===== src/rtl/i2cms_pkg.sv =====
// shared types, codes and constants of the i2c master byte sequencer
`timescale 1ns / 1ps

package i2cms_pkg;

    // width of the phase tick counter
    localparam int PHASE_COUNT_BITS = 16;

    // configuration port
    localparam int APB_ADDR_W = 3;
    localparam int APB_DATA_W = 32;
    localparam int CFG_W      = 16;
    localparam logic REG_TICKS_PER_PHASE = 1'b0;
    localparam logic [CFG_W-1:0] TICKS_PER_PHASE_RESET = 16'd1;

    // command codes on the func field
    localparam logic [2:0] FUNC_TICK  = 3'd0;
    localparam logic [2:0] FUNC_START = 3'd1;
    localparam logic [2:0] FUNC_STOP  = 3'd2;
    localparam logic [2:0] FUNC_WRITE = 3'd3;
    localparam logic [2:0] FUNC_READ  = 3'd4;

    // completion status codes
    localparam logic [1:0] STATUS_OK       = 2'd0;
    localparam logic [1:0] STATUS_BUS_BUSY = 2'd1;
    localparam logic [1:0] STATUS_NACK     = 2'd2;

    localparam logic [3:0] BITS_PER_BYTE = 4'd8;

    typedef struct packed {
        logic [2:0] func;
        logic [7:0] tx_byte;
        logic       send_nack;
        logic       sda_sample;
    } t_in_item;

    typedef struct packed {
        logic       scl_level;
        logic       sda_level;
        logic       busy_res;
        logic       done_res;
        logic [1:0] status;
        logic [7:0] rx_byte;
        logic       rejected;
    } t_out_item;

    // class of an accepted transaction
    typedef enum logic [2:0] {
        KIND_NONE  = 3'd0,
        KIND_TICK  = 3'd1,
        KIND_START = 3'd2,
        KIND_STOP  = 3'd3,
        KIND_WRITE = 3'd4,
        KIND_READ  = 3'd5
    } t_kind;

    // classified transaction held in the queue
    typedef struct packed {
        t_kind      kind;
        logic [7:0] tx_byte;
        logic       send_nack;
        logic       sda_sample;
    } t_cmd;

    // bus sequencer states, one-hot
    typedef enum logic [18:0] {
        ST_IDLE = 19'h00001,
        ST_S0   = 19'h00002,
        ST_S1   = 19'h00004,
        ST_S2   = 19'h00008,
        ST_P0   = 19'h00010,
        ST_P1   = 19'h00020,
        ST_P2   = 19'h00040,
        ST_WA   = 19'h00080,
        ST_WB   = 19'h00100,
        ST_WC   = 19'h00200,
        ST_WD   = 19'h00400,
        ST_WE   = 19'h00800,
        ST_WF   = 19'h01000,
        ST_RA   = 19'h02000,
        ST_RB   = 19'h04000,
        ST_RC   = 19'h08000,
        ST_RD   = 19'h10000,
        ST_RE   = 19'h20000,
        ST_RF   = 19'h40000
    } t_state;

endpackage


===== src/rtl/i2cms_front.sv =====
// front end: classifies incoming transactions by their func code
`timescale 1ns / 1ps

module i2cms_front (
    input  i2cms_pkg::t_in_item i_item,
    output i2cms_pkg::t_cmd     o_cmd
);

    i2cms_pkg::t_kind kind;

    always_comb begin
        unique case (i_item.func)
            i2cms_pkg::FUNC_TICK:  kind = i2cms_pkg::KIND_TICK;
            i2cms_pkg::FUNC_START: kind = i2cms_pkg::KIND_START;
            i2cms_pkg::FUNC_STOP:  kind = i2cms_pkg::KIND_STOP;
            i2cms_pkg::FUNC_WRITE: kind = i2cms_pkg::KIND_WRITE;
            i2cms_pkg::FUNC_READ:  kind = i2cms_pkg::KIND_READ;
            default:               kind = i2cms_pkg::KIND_NONE;
        endcase
    end

    assign o_cmd.kind       = kind;
    assign o_cmd.tx_byte    = i_item.tx_byte;
    assign o_cmd.send_nack  = i_item.send_nack;
    assign o_cmd.sda_sample = i_item.sda_sample;

endmodule


===== src/rtl/i2cms_queue.sv =====
// two-entry queue between the classifier and the bus sequencer
`timescale 1ns / 1ps

module i2cms_queue (
    input  logic                i_clk,
    input  logic                i_rst_n,
    input  logic                i_push,
    input  i2cms_pkg::t_cmd     i_data,
    output logic                o_full,
    input  logic                i_pop,
    output logic                o_valid,
    output i2cms_pkg::t_cmd     o_data
);

    i2cms_pkg::t_cmd r_mem [2];
    logic       r_wr_ptr;
    logic       r_rd_ptr;
    logic [1:0] r_count;

    assign o_full  = r_count[1];
    assign o_valid = (r_count != 2'd0);
    assign o_data  = r_mem[r_rd_ptr];

    always_ff @(posedge i_clk) begin
        if (i_push) begin
            r_mem[r_wr_ptr] <= i_data;
        end
    end

    always_ff @(posedge i_clk) begin
        if (!i_rst_n) begin
            r_wr_ptr <= 1'b0;
            r_rd_ptr <= 1'b0;
            r_count  <= 2'd0;
        end else begin
            if (i_push) begin
                r_wr_ptr <= ~r_wr_ptr;
            end
            if (i_pop) begin
                r_rd_ptr <= ~r_rd_ptr;
            end
            if (i_push && !i_pop) begin
                r_count <= r_count + 2'd1;
            end else if (i_pop && !i_push) begin
                r_count <= r_count - 2'd1;
            end
        end
    end

endmodule


===== src/rtl/i2cms_engine.sv =====
// back end: bus phase sequencer with registered result
`timescale 1ns / 1ps

module i2cms_engine (
    input  logic                         i_clk,
    input  logic                         i_rst_n,
    input  logic [i2cms_pkg::CFG_W-1:0]  i_ticks_per_phase,
    input  logic                         i_cmd_valid,
    input  i2cms_pkg::t_cmd              i_cmd,
    output logic                         o_cmd_pop,
    output logic                         o_out_valid,
    input  logic                         i_out_ready,
    output i2cms_pkg::t_out_item         o_out_item
);

    localparam int PCB = i2cms_pkg::PHASE_COUNT_BITS;
    localparam logic [32:0] PHASE_MAX = (33'd1 << PCB) - 33'd1;

    i2cms_pkg::t_state r_state, n_state;
    logic [PCB-1:0]    r_tick, n_tick;
    logic [3:0]        r_bits, n_bits;
    logic [7:0]        r_shift, n_shift;
    logic              r_scl, n_scl;
    logic              r_sda, n_sda;
    logic              r_nack, n_nack;
    logic [7:0]        r_last_rx, n_last_rx;

    logic                 r_out_valid;
    i2cms_pkg::t_out_item r_out;

    logic            pop;
    logic            busy;
    logic            done;
    logic [1:0]      stat;
    logic            rej;
    logic [31:0]     len_wide;
    logic [PCB-1:0]  phase_len;
    logic [PCB-1:0]  tick_inc;
    logic [3:0]      bits_inc;

    // zero means one tick, too large saturates to the counter range
    always_comb begin
        len_wide = {{(32 - i2cms_pkg::CFG_W){1'b0}}, i_ticks_per_phase};
        if (len_wide == 32'd0) begin
            len_wide = 32'd1;
        end
        if ({1'b0, len_wide} > PHASE_MAX) begin
            phase_len = PHASE_MAX[PCB-1:0];
        end else begin
            phase_len = len_wide[PCB-1:0];
        end
    end

    assign pop       = i_cmd_valid && (!r_out_valid || i_out_ready);
    assign o_cmd_pop = pop;
    assign busy      = (r_state != i2cms_pkg::ST_IDLE);
    assign tick_inc  = r_tick + {{(PCB-1){1'b0}}, 1'b1};
    assign bits_inc  = r_bits + 4'd1;

    always_comb begin
        n_state   = r_state;
        n_tick    = r_tick;
        n_bits    = r_bits;
        n_shift   = r_shift;
        n_scl     = r_scl;
        n_sda     = r_sda;
        n_nack    = r_nack;
        n_last_rx = r_last_rx;
        done      = 1'b0;
        stat      = i2cms_pkg::STATUS_OK;
        rej       = 1'b0;

        unique case (i_cmd.kind)
            i2cms_pkg::KIND_START,
            i2cms_pkg::KIND_STOP,
            i2cms_pkg::KIND_WRITE,
            i2cms_pkg::KIND_READ: begin
                if (busy) begin
                    rej = 1'b1;
                end else begin
                    n_tick = '0;
                    n_bits = 4'd0;
                    unique case (i_cmd.kind)
                        i2cms_pkg::KIND_START: begin
                            n_sda   = 1'b1;
                            n_scl   = 1'b1;
                            n_state = i2cms_pkg::ST_S0;
                        end
                        i2cms_pkg::KIND_STOP: begin
                            n_sda   = 1'b0;
                            n_state = i2cms_pkg::ST_P0;
                        end
                        i2cms_pkg::KIND_WRITE: begin
                            n_shift = i_cmd.tx_byte;
                            n_sda   = i_cmd.tx_byte[7];
                            n_state = i2cms_pkg::ST_WA;
                        end
                        default: begin
                            n_shift = 8'd0;
                            n_nack  = i_cmd.send_nack;
                            n_sda   = 1'b1;
                            n_state = i2cms_pkg::ST_RA;
                        end
                    endcase
                end
            end
            i2cms_pkg::KIND_TICK: begin
                if (busy) begin
                    if (tick_inc >= phase_len) begin
                        n_tick = '0;
                        unique case (r_state)
                            i2cms_pkg::ST_S0: begin
                                if (!i_cmd.sda_sample) begin
                                    done = 1'b1;
                                    stat = i2cms_pkg::STATUS_BUS_BUSY;
                                end else begin
                                    n_sda   = 1'b0;
                                    n_state = i2cms_pkg::ST_S1;
                                end
                            end
                            i2cms_pkg::ST_S1: begin
                                n_scl   = 1'b0;
                                n_state = i2cms_pkg::ST_S2;
                            end
                            i2cms_pkg::ST_P0: begin
                                n_scl   = 1'b1;
                                n_state = i2cms_pkg::ST_P1;
                            end
                            i2cms_pkg::ST_P1: begin
                                n_sda   = 1'b1;
                                n_state = i2cms_pkg::ST_P2;
                            end
                            i2cms_pkg::ST_WA, i2cms_pkg::ST_WD,
                            i2cms_pkg::ST_RA, i2cms_pkg::ST_RD: begin
                                n_scl = 1'b1;
                                unique case (r_state)
                                    i2cms_pkg::ST_WA: n_state = i2cms_pkg::ST_WB;
                                    i2cms_pkg::ST_WD: n_state = i2cms_pkg::ST_WE;
                                    i2cms_pkg::ST_RA: n_state = i2cms_pkg::ST_RB;
                                    default:          n_state = i2cms_pkg::ST_RE;
                                endcase
                            end
                            i2cms_pkg::ST_WB: begin
                                n_scl   = 1'b0;
                                n_state = i2cms_pkg::ST_WC;
                            end
                            i2cms_pkg::ST_WC: begin
                                n_bits = bits_inc;
                                if (bits_inc < i2cms_pkg::BITS_PER_BYTE) begin
                                    n_shift = {r_shift[6:0], 1'b0};
                                    n_sda   = r_shift[6];
                                    n_state = i2cms_pkg::ST_WA;
                                end else begin
                                    n_sda   = 1'b1;
                                    n_state = i2cms_pkg::ST_WD;
                                end
                            end
                            i2cms_pkg::ST_WE: begin
                                n_nack  = i_cmd.sda_sample;
                                n_scl   = 1'b0;
                                n_state = i2cms_pkg::ST_WF;
                            end
                            i2cms_pkg::ST_WF: begin
                                done = 1'b1;
                                stat = r_nack ? i2cms_pkg::STATUS_NACK
                                              : i2cms_pkg::STATUS_OK;
                            end
                            i2cms_pkg::ST_RB: begin
                                n_shift = {r_shift[6:0], i_cmd.sda_sample};
                                n_bits  = bits_inc;
                                n_scl   = 1'b0;
                                n_state = i2cms_pkg::ST_RC;
                            end
                            i2cms_pkg::ST_RC: begin
                                if (r_bits < i2cms_pkg::BITS_PER_BYTE) begin
                                    n_state = i2cms_pkg::ST_RA;
                                end else begin
                                    n_sda   = r_nack;
                                    n_state = i2cms_pkg::ST_RD;
                                end
                            end
                            i2cms_pkg::ST_RE: begin
                                n_scl   = 1'b0;
                                n_state = i2cms_pkg::ST_RF;
                            end
                            i2cms_pkg::ST_RF: begin
                                n_sda     = 1'b1;
                                n_last_rx = r_shift;
                                done      = 1'b1;
                            end
                            default: begin
                                // end of start or stop hold phase
                                done = 1'b1;
                            end
                        endcase
                        if (done) begin
                            n_state = i2cms_pkg::ST_IDLE;
                        end
                    end else begin
                        n_tick = tick_inc;
                    end
                end
            end
            default: begin
                // unknown func codes pass without effect
            end
        endcase
    end

    always_ff @(posedge i_clk) begin
        if (!i_rst_n) begin
            r_state     <= i2cms_pkg::ST_IDLE;
            r_tick      <= '0;
            r_bits      <= 4'd0;
            r_shift     <= 8'd0;
            r_scl       <= 1'b1;
            r_sda       <= 1'b1;
            r_nack      <= 1'b0;
            r_last_rx   <= 8'd0;
            r_out_valid <= 1'b0;
        end else begin
            if (pop) begin
                r_state     <= n_state;
                r_tick      <= n_tick;
                r_bits      <= n_bits;
                r_shift     <= n_shift;
                r_scl       <= n_scl;
                r_sda       <= n_sda;
                r_nack      <= n_nack;
                r_last_rx   <= n_last_rx;
                r_out_valid <= 1'b1;
            end else if (i_out_ready) begin
                r_out_valid <= 1'b0;
            end
        end
    end

    always_ff @(posedge i_clk) begin
        if (pop) begin
            r_out.scl_level <= n_scl;
            r_out.sda_level <= n_sda;
            r_out.busy_res  <= (n_state != i2cms_pkg::ST_IDLE);
            r_out.done_res  <= done;
            r_out.status    <= done ? stat : i2cms_pkg::STATUS_OK;
            r_out.rx_byte   <= n_last_rx;
            r_out.rejected  <= rej;
        end
    end

    assign o_out_valid = r_out_valid;
    assign o_out_item  = r_out;

endmodule


===== src/rtl/i2c_master_byte_sequencer.sv =====
// top level of the i2c master byte sequencer: config register, front, queue, sequencer
`timescale 1ns / 1ps

//  channel   handshake                 payload
//  in        i_in_valid / o_in_ready   i_in_item  (func, tx_byte, send_nack, sda_sample)
//  out       o_out_valid / i_out_ready o_out_item (line levels, busy, done, status, rx, rej)
//  config    psel/penable/pwrite/pready paddr, pwdata, prdata (ticks_per_phase at 0x0)
//
// one transaction per clock while the output is not stalled; input is written into the queue at
// the accept edge, and the sequencer and result register load when the sequencer pops that entry
// the rate is set by the sequencer update, one queue entry per clock unless the output stalls
// synchronous active-low reset: both lines released, sequencer idle, queue empty
// a stalled output holds the result register; the two-entry queue keeps taking
// input until it fills, then o_in_ready drops

module i2c_master_byte_sequencer (
    input  logic                                i_clk,
    input  logic                                i_rst_n,
    // input transactions
    input  logic                                i_in_valid,
    output logic                                o_in_ready,
    input  i2cms_pkg::t_in_item                 i_in_item,
    // result transactions
    output logic                                o_out_valid,
    input  logic                                i_out_ready,
    output i2cms_pkg::t_out_item                o_out_item,
    // configuration port
    input  logic                                psel,
    input  logic                                penable,
    input  logic                                pwrite,
    input  logic [i2cms_pkg::APB_ADDR_W-1:0]    paddr,
    input  logic [i2cms_pkg::APB_DATA_W-1:0]    pwdata,
    output logic [i2cms_pkg::APB_DATA_W-1:0]    prdata,
    output logic                                pready
);

    logic [i2cms_pkg::CFG_W-1:0] r_ticks_per_phase;
    logic                        reg_idx;
    logic                        cfg_wr;

    i2cms_pkg::t_cmd front_cmd;
    i2cms_pkg::t_cmd q_cmd;
    logic            q_full;
    logic            q_valid;
    logic            q_pop;
    logic            in_acc;

    // register index sits above the byte-in-word bits
    assign reg_idx = paddr[i2cms_pkg::APB_ADDR_W-1];
    assign pready  = 1'b1;
    assign cfg_wr  = psel && penable && pwrite && pready;

    always_ff @(posedge i_clk) begin
        if (!i_rst_n) begin
            r_ticks_per_phase <= i2cms_pkg::TICKS_PER_PHASE_RESET;
        end else if (cfg_wr && (reg_idx == i2cms_pkg::REG_TICKS_PER_PHASE)) begin
            r_ticks_per_phase <= pwdata[i2cms_pkg::CFG_W-1:0];
        end
    end

    // writes beyond the one register are dropped and read back as zero
    always_comb begin
        if (reg_idx == i2cms_pkg::REG_TICKS_PER_PHASE) begin
            prdata = {{(i2cms_pkg::APB_DATA_W - i2cms_pkg::CFG_W){1'b0}},
                      r_ticks_per_phase};
        end else begin
            prdata = '0;
        end
    end

    // front: decode func into a transaction class
    i2cms_front u_front (
        .i_item (i_in_item),
        .o_cmd  (front_cmd)
    );

    assign o_in_ready = !q_full;
    assign in_acc     = i_in_valid && !q_full;

    // decoupling queue, lets the bus side stall on its own
    i2cms_queue u_queue (
        .i_clk   (i_clk),
        .i_rst_n (i_rst_n),
        .i_push  (in_acc),
        .i_data  (front_cmd),
        .o_full  (q_full),
        .i_pop   (q_pop),
        .o_valid (q_valid),
        .o_data  (q_cmd)
    );

    // back: bus phase sequencer and result register
    i2cms_engine u_engine (
        .i_clk             (i_clk),
        .i_rst_n           (i_rst_n),
        .i_ticks_per_phase (r_ticks_per_phase),
        .i_cmd_valid       (q_valid),
        .i_cmd             (q_cmd),
        .o_cmd_pop         (q_pop),
        .o_out_valid       (o_out_valid),
        .i_out_ready       (i_out_ready),
        .o_out_item        (o_out_item)
    );

endmodule


===== config.mk =====
export PLATFORM = sky130hd
export DESIGN_NAME = i2c_master_byte_sequencer
export DESIGN_NICKNAME = d
export VERILOG_FILES = /design/src/rtl/i2cms_pkg.sv /design/src/rtl/i2cms_front.sv /design/src/rtl/i2cms_queue.sv /design/src/rtl/i2cms_engine.sv /design/src/rtl/i2c_master_byte_sequencer.sv
export SDC_FILE = /design/constraint.sdc
export NUM_CORES = 1
export LEC_CHECK = 0
export BUFFER_PORTS_ARGS = -buffer_cell sky130_fd_sc_hd__buf_4
export CAP_MARGIN = 20
export CORE_ASPECT_RATIO = 0.5
export CORE_MARGIN = 8
export CORE_UTILIZATION = 58
export DETAILED_ROUTE_END_ITERATION = 8
export PLACE_DENSITY = 0.85
export SYNTH_ARGS = -nofsm -noshare
export SYNTH_HDL_FRONTEND = slang
export SYNTH_HIERARCHICAL = 1
export SYNTH_SLANG_ARGS = --single-unit
export TNS_END_PERCENT = 20

===== constraint.sdc =====
create_clock -name i_clk -period 6 [get_ports i_clk]
set_input_delay 0.6 -clock i_clk [delete_from_list [all_inputs] [get_ports i_clk]]
set_output_delay 0.6 -clock i_clk [all_outputs]
set_load 0.05 [all_outputs]

Word level (Yosys, flattened, before mapping)
Memories as Yosys holds them, arrays and structs flattened. A register that Yosys moved wholly into a read port is not among the register bits.
Cells that the tools add are included.
- memories kept: 1
- bits in latches: 0
- register bits after elaboration: 94
- bits of input ports: 55
- word-level logic and storage cells: 176
- bits in read-only memories: 0
- bits in writable memories: 26
- shift-type cells: 0
- muxes and demuxes: 76
- reduce and logical (&&, ||, !) cells: 32
- eq/ne operators: 36
- bitwise logic cells: 3
- div/mod/pow operators: 0
- magnitude comparators: 4
- $mul: 0
- add/subtract/negate cells: 4
- memories (name ; words ; width ; read ports ; clocked after Yosys merged registers in ; wr ports ; line ; RTL):
    u_queue.r_mem ; 2 ; 13 ; 1 ; 1 ; 1 ; i2cms_queue.sv:15 ; i2cms_pkg::t_cmd r_mem [2];
- operators with widths (cell ; number):
    $pmux W19 S11 ; 1
    $mux W16 ; 6
    $mux W19 ; 5
    $mux W8 ; 8
    $pmux W18 S3 ; 1
    $pmux W8 S2 ; 3
    $pmux W14 S3 ; 1
    $ne A19 B1 Y1 const B ; 2
    $pmux W19 S2 ; 1
    $pmux W16 S2 ; 1
    $mux W1 ; 30
    $eq A19 B10 Y1 const B ; 1
    $eq A19 B11 Y1 const B ; 1
    $eq A19 B12 Y1 const B ; 1
    $eq A19 B13 Y1 const B ; 1
    $eq A19 B14 Y1 const B ; 1
    $eq A19 B15 Y1 const B ; 1
    $eq A19 B16 Y1 const B ; 1
    $eq A19 B17 Y1 const B ; 1
    $eq A19 B18 Y1 const B ; 1
    $eq A19 B19 Y1 const B ; 1
    $eq A19 B2 Y1 const B ; 1
    $eq A19 B3 Y1 const B ; 1
    $eq A19 B5 Y1 const B ; 1
    other kinds (42) ; 83

Logic depth before layout (Yosys ltp)
- word-level depth: 13
- depth in mapped cells: 19

Cells and area by module
Netlist, hierarchy kept.
- by module, submodules not included (module ; times used ; cells each ; seq. area each (sq um) ; area an instance (sq um)):
    i2cms_engine ; 1 ; 556 ; 1631.6 ; 4694.5
    i2cms_queue ; 1 ; 61 ; 880.8 ; 1144.8
    i2c_master_byte_sequencer ; 1 ; 108 ; 320.3 ; 922.1
    i2cms_front ; 1 ; 16 ; 0.0 ; 108.9

Worst setup path after synthesis
Ideal clock, no wire load.
- kind: register to register
- start point: reg u_engine.r_tick[0]
- end point: reg u_engine.r_last_rx[0]
- cell stages (with the launch flop): 20
- clock period less this slack: 4229 ps
- path slack: 1771 ps
- path buffers: 2
- library setup time: 116 ps
- arrival: 4113 ps
- data required time: 5884 ps
- path through: dfxtp_1 ha_1 nand3_1 nor2_1 and3_1 and3_1 and3_1 nand3_1 xnor2_1 ha_1 and4_1 nand2_1 o311a_1 a21o_1 or3_1 buf_4 or2_1 buf_6 mux2i_1 nor2b_1
- longest elaborated chain between the ends: 5
- ends and longest elaborated chain (element ; line ; RTL):
    start, declared ; i2cms_engine.sv:20 ; logic [PCB-1:0] r_tick, n_tick;
    start signal, assigned ; i2cms_engine.sv:224 ; r_tick <= n_tick;
    $add A16 B1 Y16 ; i2cms_engine.sv:57 ; assign tick_inc = r_tick + {{(PCB-1){1'b0}}, 1'b1};
    $ge A16 B16 Y1 ; i2cms_engine.sv:109 ; if (tick_inc >= phase_len) begin
    $mux W8 ; i2cms_engine.sv:109 ;
    $mux W8 ; i2cms_engine.sv:108 ; if (busy) begin
    $mux W8 ; i2cms_engine.sv:73 ; unique case (i_cmd.kind)
    end signal, assigned ; i2cms_engine.sv:230 ; r_last_rx <= n_last_rx;
    end, declared ; i2cms_engine.sv:26 ; logic [7:0] r_last_rx, n_last_rx;
No other way between the ends.
A chain may end at the register's enable or synchronous reset.

Final worst setup path
Ends and elaborated chain as after synthesis.

==> reports/metrics.cfg <==
[status]
outcome=completed

[cells_and_area]
final_common_cell=nand2_1
antenna_cells=0
num-fill-cells=927
drive_gt1_share_pct=17.8
final_cell_mix=87 x nand2_1, 80 x dfxtp_1, 71 x buf_4
multi_input_area_sq_mm=0.00364
area_growth_pct=15.1
fin_cells=969
regArea_sq_mm=0.00283
nNetsFinal=865

[power_and_ir_drop]
power_density_mw_per_mm2=398
leakagePower_nw=3.10
power.total_w=0.00315
ir_drop_mv=0.204

[placement]
dp_cells=937
hpwl_microns=11000
port_buffers=69
routabilityCongestion=0.935

[drt]
dr_total_vias=5595
firstDrtPassIters=5
antenna_left=0
route.detailed.drc=0
vias_per_cell=5.77
wl_per_cell_microns=16.5
drt_iter0_drc=435
routed_wl_microns=16000

[floorplanning]
pin_count=105
rows=28
core_sq_mm=0.0117
initial_core_util_pct=58.7
die_w_microns=170
die-area_sq_mm=0.0158
die_y_microns=93.0

[setup_path]
slowest_delay_ps=560
worst-path-buf-inv=0
path_max_fanout=9
cpMostUsedCell=and3_1
cp.depth=17
crit_type=flop to flop
worstSetupStartpointType=flop
r2r_cells=17
end_kind=flop
crit_path_cell_trace=ha_1, nand3_1, nor2_1, and3_1, and3_1, and3_1, nand3_1, xnor2_1, ha_1, and4_1, nand2_1, o311a_1, a21o_1, or3_1, or2_1, mux2i_1, nor2b_1
crit_slowest_cell=or3_1
cp.required_ps=6310
critPathTopFamily=simple AND/OR/NAND/NOR gates
worstPathArrival_ps=5390

[synth]
synthFlopType=dfxtp_1
async_flop_share_pct=0
ys_seq_area_share_pct=41.2
syn-instance-count=741
syn_area_per_cell_sq_um=9.27
ys_types=71
ys.warnings.count=6
synth_seq_cells=121
synth_area_sq_mm=0.00687
synth_edf_count=41

[clock_network]
cts_sinks=121
post-cts-setup-buffers=0
cts_tree=built
cts_buffers=17
cts.clk_slew.worst_paths_ps=60
cts_root_buf=clkbuf_16
ctsHtreeMaxLevel=4
postCtsHoldBufs=0
clk_latency_ps=410
post_cts_resize_count=0
cts_max_path_buffers=2

[timing]
maxSlewViolCount=0
clock_skew_ps=10.6
fmax_ghz=0.197
setup_violations=0
hold_viol=0
max_slew.worst_pin.slew_ps=933
slew_headroom_pct=37.8
fin_crit_ps=5080
finalSetupTns_ps=0
grt_setup_unrepaired=false
holdWs_ps=368
finalCritPeriodShare_pct=84.6

[flow_run]
drv_cap=0

[grt]
grt.overflow.total=0
grt_max_degree=90
antenna_found_initial=0
grt_usage_pct=20.1
grt_pass1_vias=5402
grt_pass1_wl_microns=26000

[min_path]
hold_depth=1
min_path_type=input pin to flop

==> where the power goes <==
group          leakage [nW]  switching [W]  internal [W]
Sequential             1.03      0.0000766      0.000975
Clock                 0.289       0.000396      0.000620
Combinational          1.78       0.000734      0.000345
==> Yosys cell counts, types with 9 or more instances <==
library cell / instances / share of area, %
inv_1: 24 / 1.3
nand3_1: 25 / 1.8
o21ai_1: 10 / 0.73
and2_1: 13 / 1.2
nor2_1: 38 / 2.1
buf_4: 29 / 3.2
edfxtp_1: 41 / 18
or3_1: 11 / 1.0
nand3b_1: 10 / 1.1
a21oi_1: 23 / 1.7
and3_1: 11 / 1.0
xnor2_1: 12 / 1.5
clkbuf_1: 17 / 0.93
o31ai_1: 13 / 1.4
nor2b_1: 33 / 3.0
a21boi_1: 11 / 1.2
nand2_1: 87 / 4.8
dfxtp_1: 80 / 23
ha_1: 19 / 3.5
mux2_2: 17 / 2.8
xor2_1: 11 / 1.4
o21ai_0: 30 / 2.2
nor4_1: 9 / 0.82
nand4_1: 9 / 0.82
mux2i_1: 26 / 3.8
nor3_1: 11 / 0.80
==> stage by stage <==
step	cell area, sq um	setup slack (ps)	util, %
floorplan	6930	1770	-
global placement	7300	1190	62.4
detailed placement	7320	1030	62.5
CTS	7910	944	67.6
global route	7910	658	67.6
finish	7910	921	67.6
==> per-layer routing <==
layer,vias up,GRT usage (%),routed length (microns)
li1,2729,-,-
met1,2598,25.2,7170
met2,239,32.2,7110
met3,29,6.28,1390
met4,0,7.54,314
met5,-,0,0
==> worst paths after layout <==
path	startpoint	endpoint	slack, ps
min	i_in_item[4]	u_queue/r_mem[1][4]	370
max	u_engine/r_tick[0]	u_engine/r_last_rx[0]	920
max reg2reg	u_engine/r_tick[0]	u_engine/r_last_rx[0]	920
min reg2reg	r_ticks_per_phase[12]	r_ticks_per_phase[12]	490
==> area by class of cell <==
class	count	area share, %
sequential	121	35.8
tap	165	2.61
clock buffer	17	5.38
multi-input combinational	554	46.0
inverter	25	1.19
timing repair buffer	72	6.88
clock inverter	15	2.10
==> logic make-up after synthesis <==
kind of cell             after synthesis  share of synthesized area [%]
flip-flops                           121                           41.2
AND/OR/NAND/NOR                      307                           25.0
multiplexers                          47                           7.23
XOR/XNOR                              23                           2.93
buffers and inverters                 81                           6.63
AO/OA/AOI/OAI                        141                           13.4
adder cells (fa/ha/maj)               19                           3.46
other                                  2                          0.109
==> state kept, by name, summed over array words and instances (netlist names), 4 cells and up, named ones only <==
register and flops:
u_engine/r_tick 16, u_queue/r_mem 26, u_engine/o_out_item 15, u_engine/r_last_rx 8, r_ticks_per_phase 16, u_engine/r_shift 8
u_engine/r_state 19, u_engine/r_bits 4
Power figures use the tool's default switching activity.
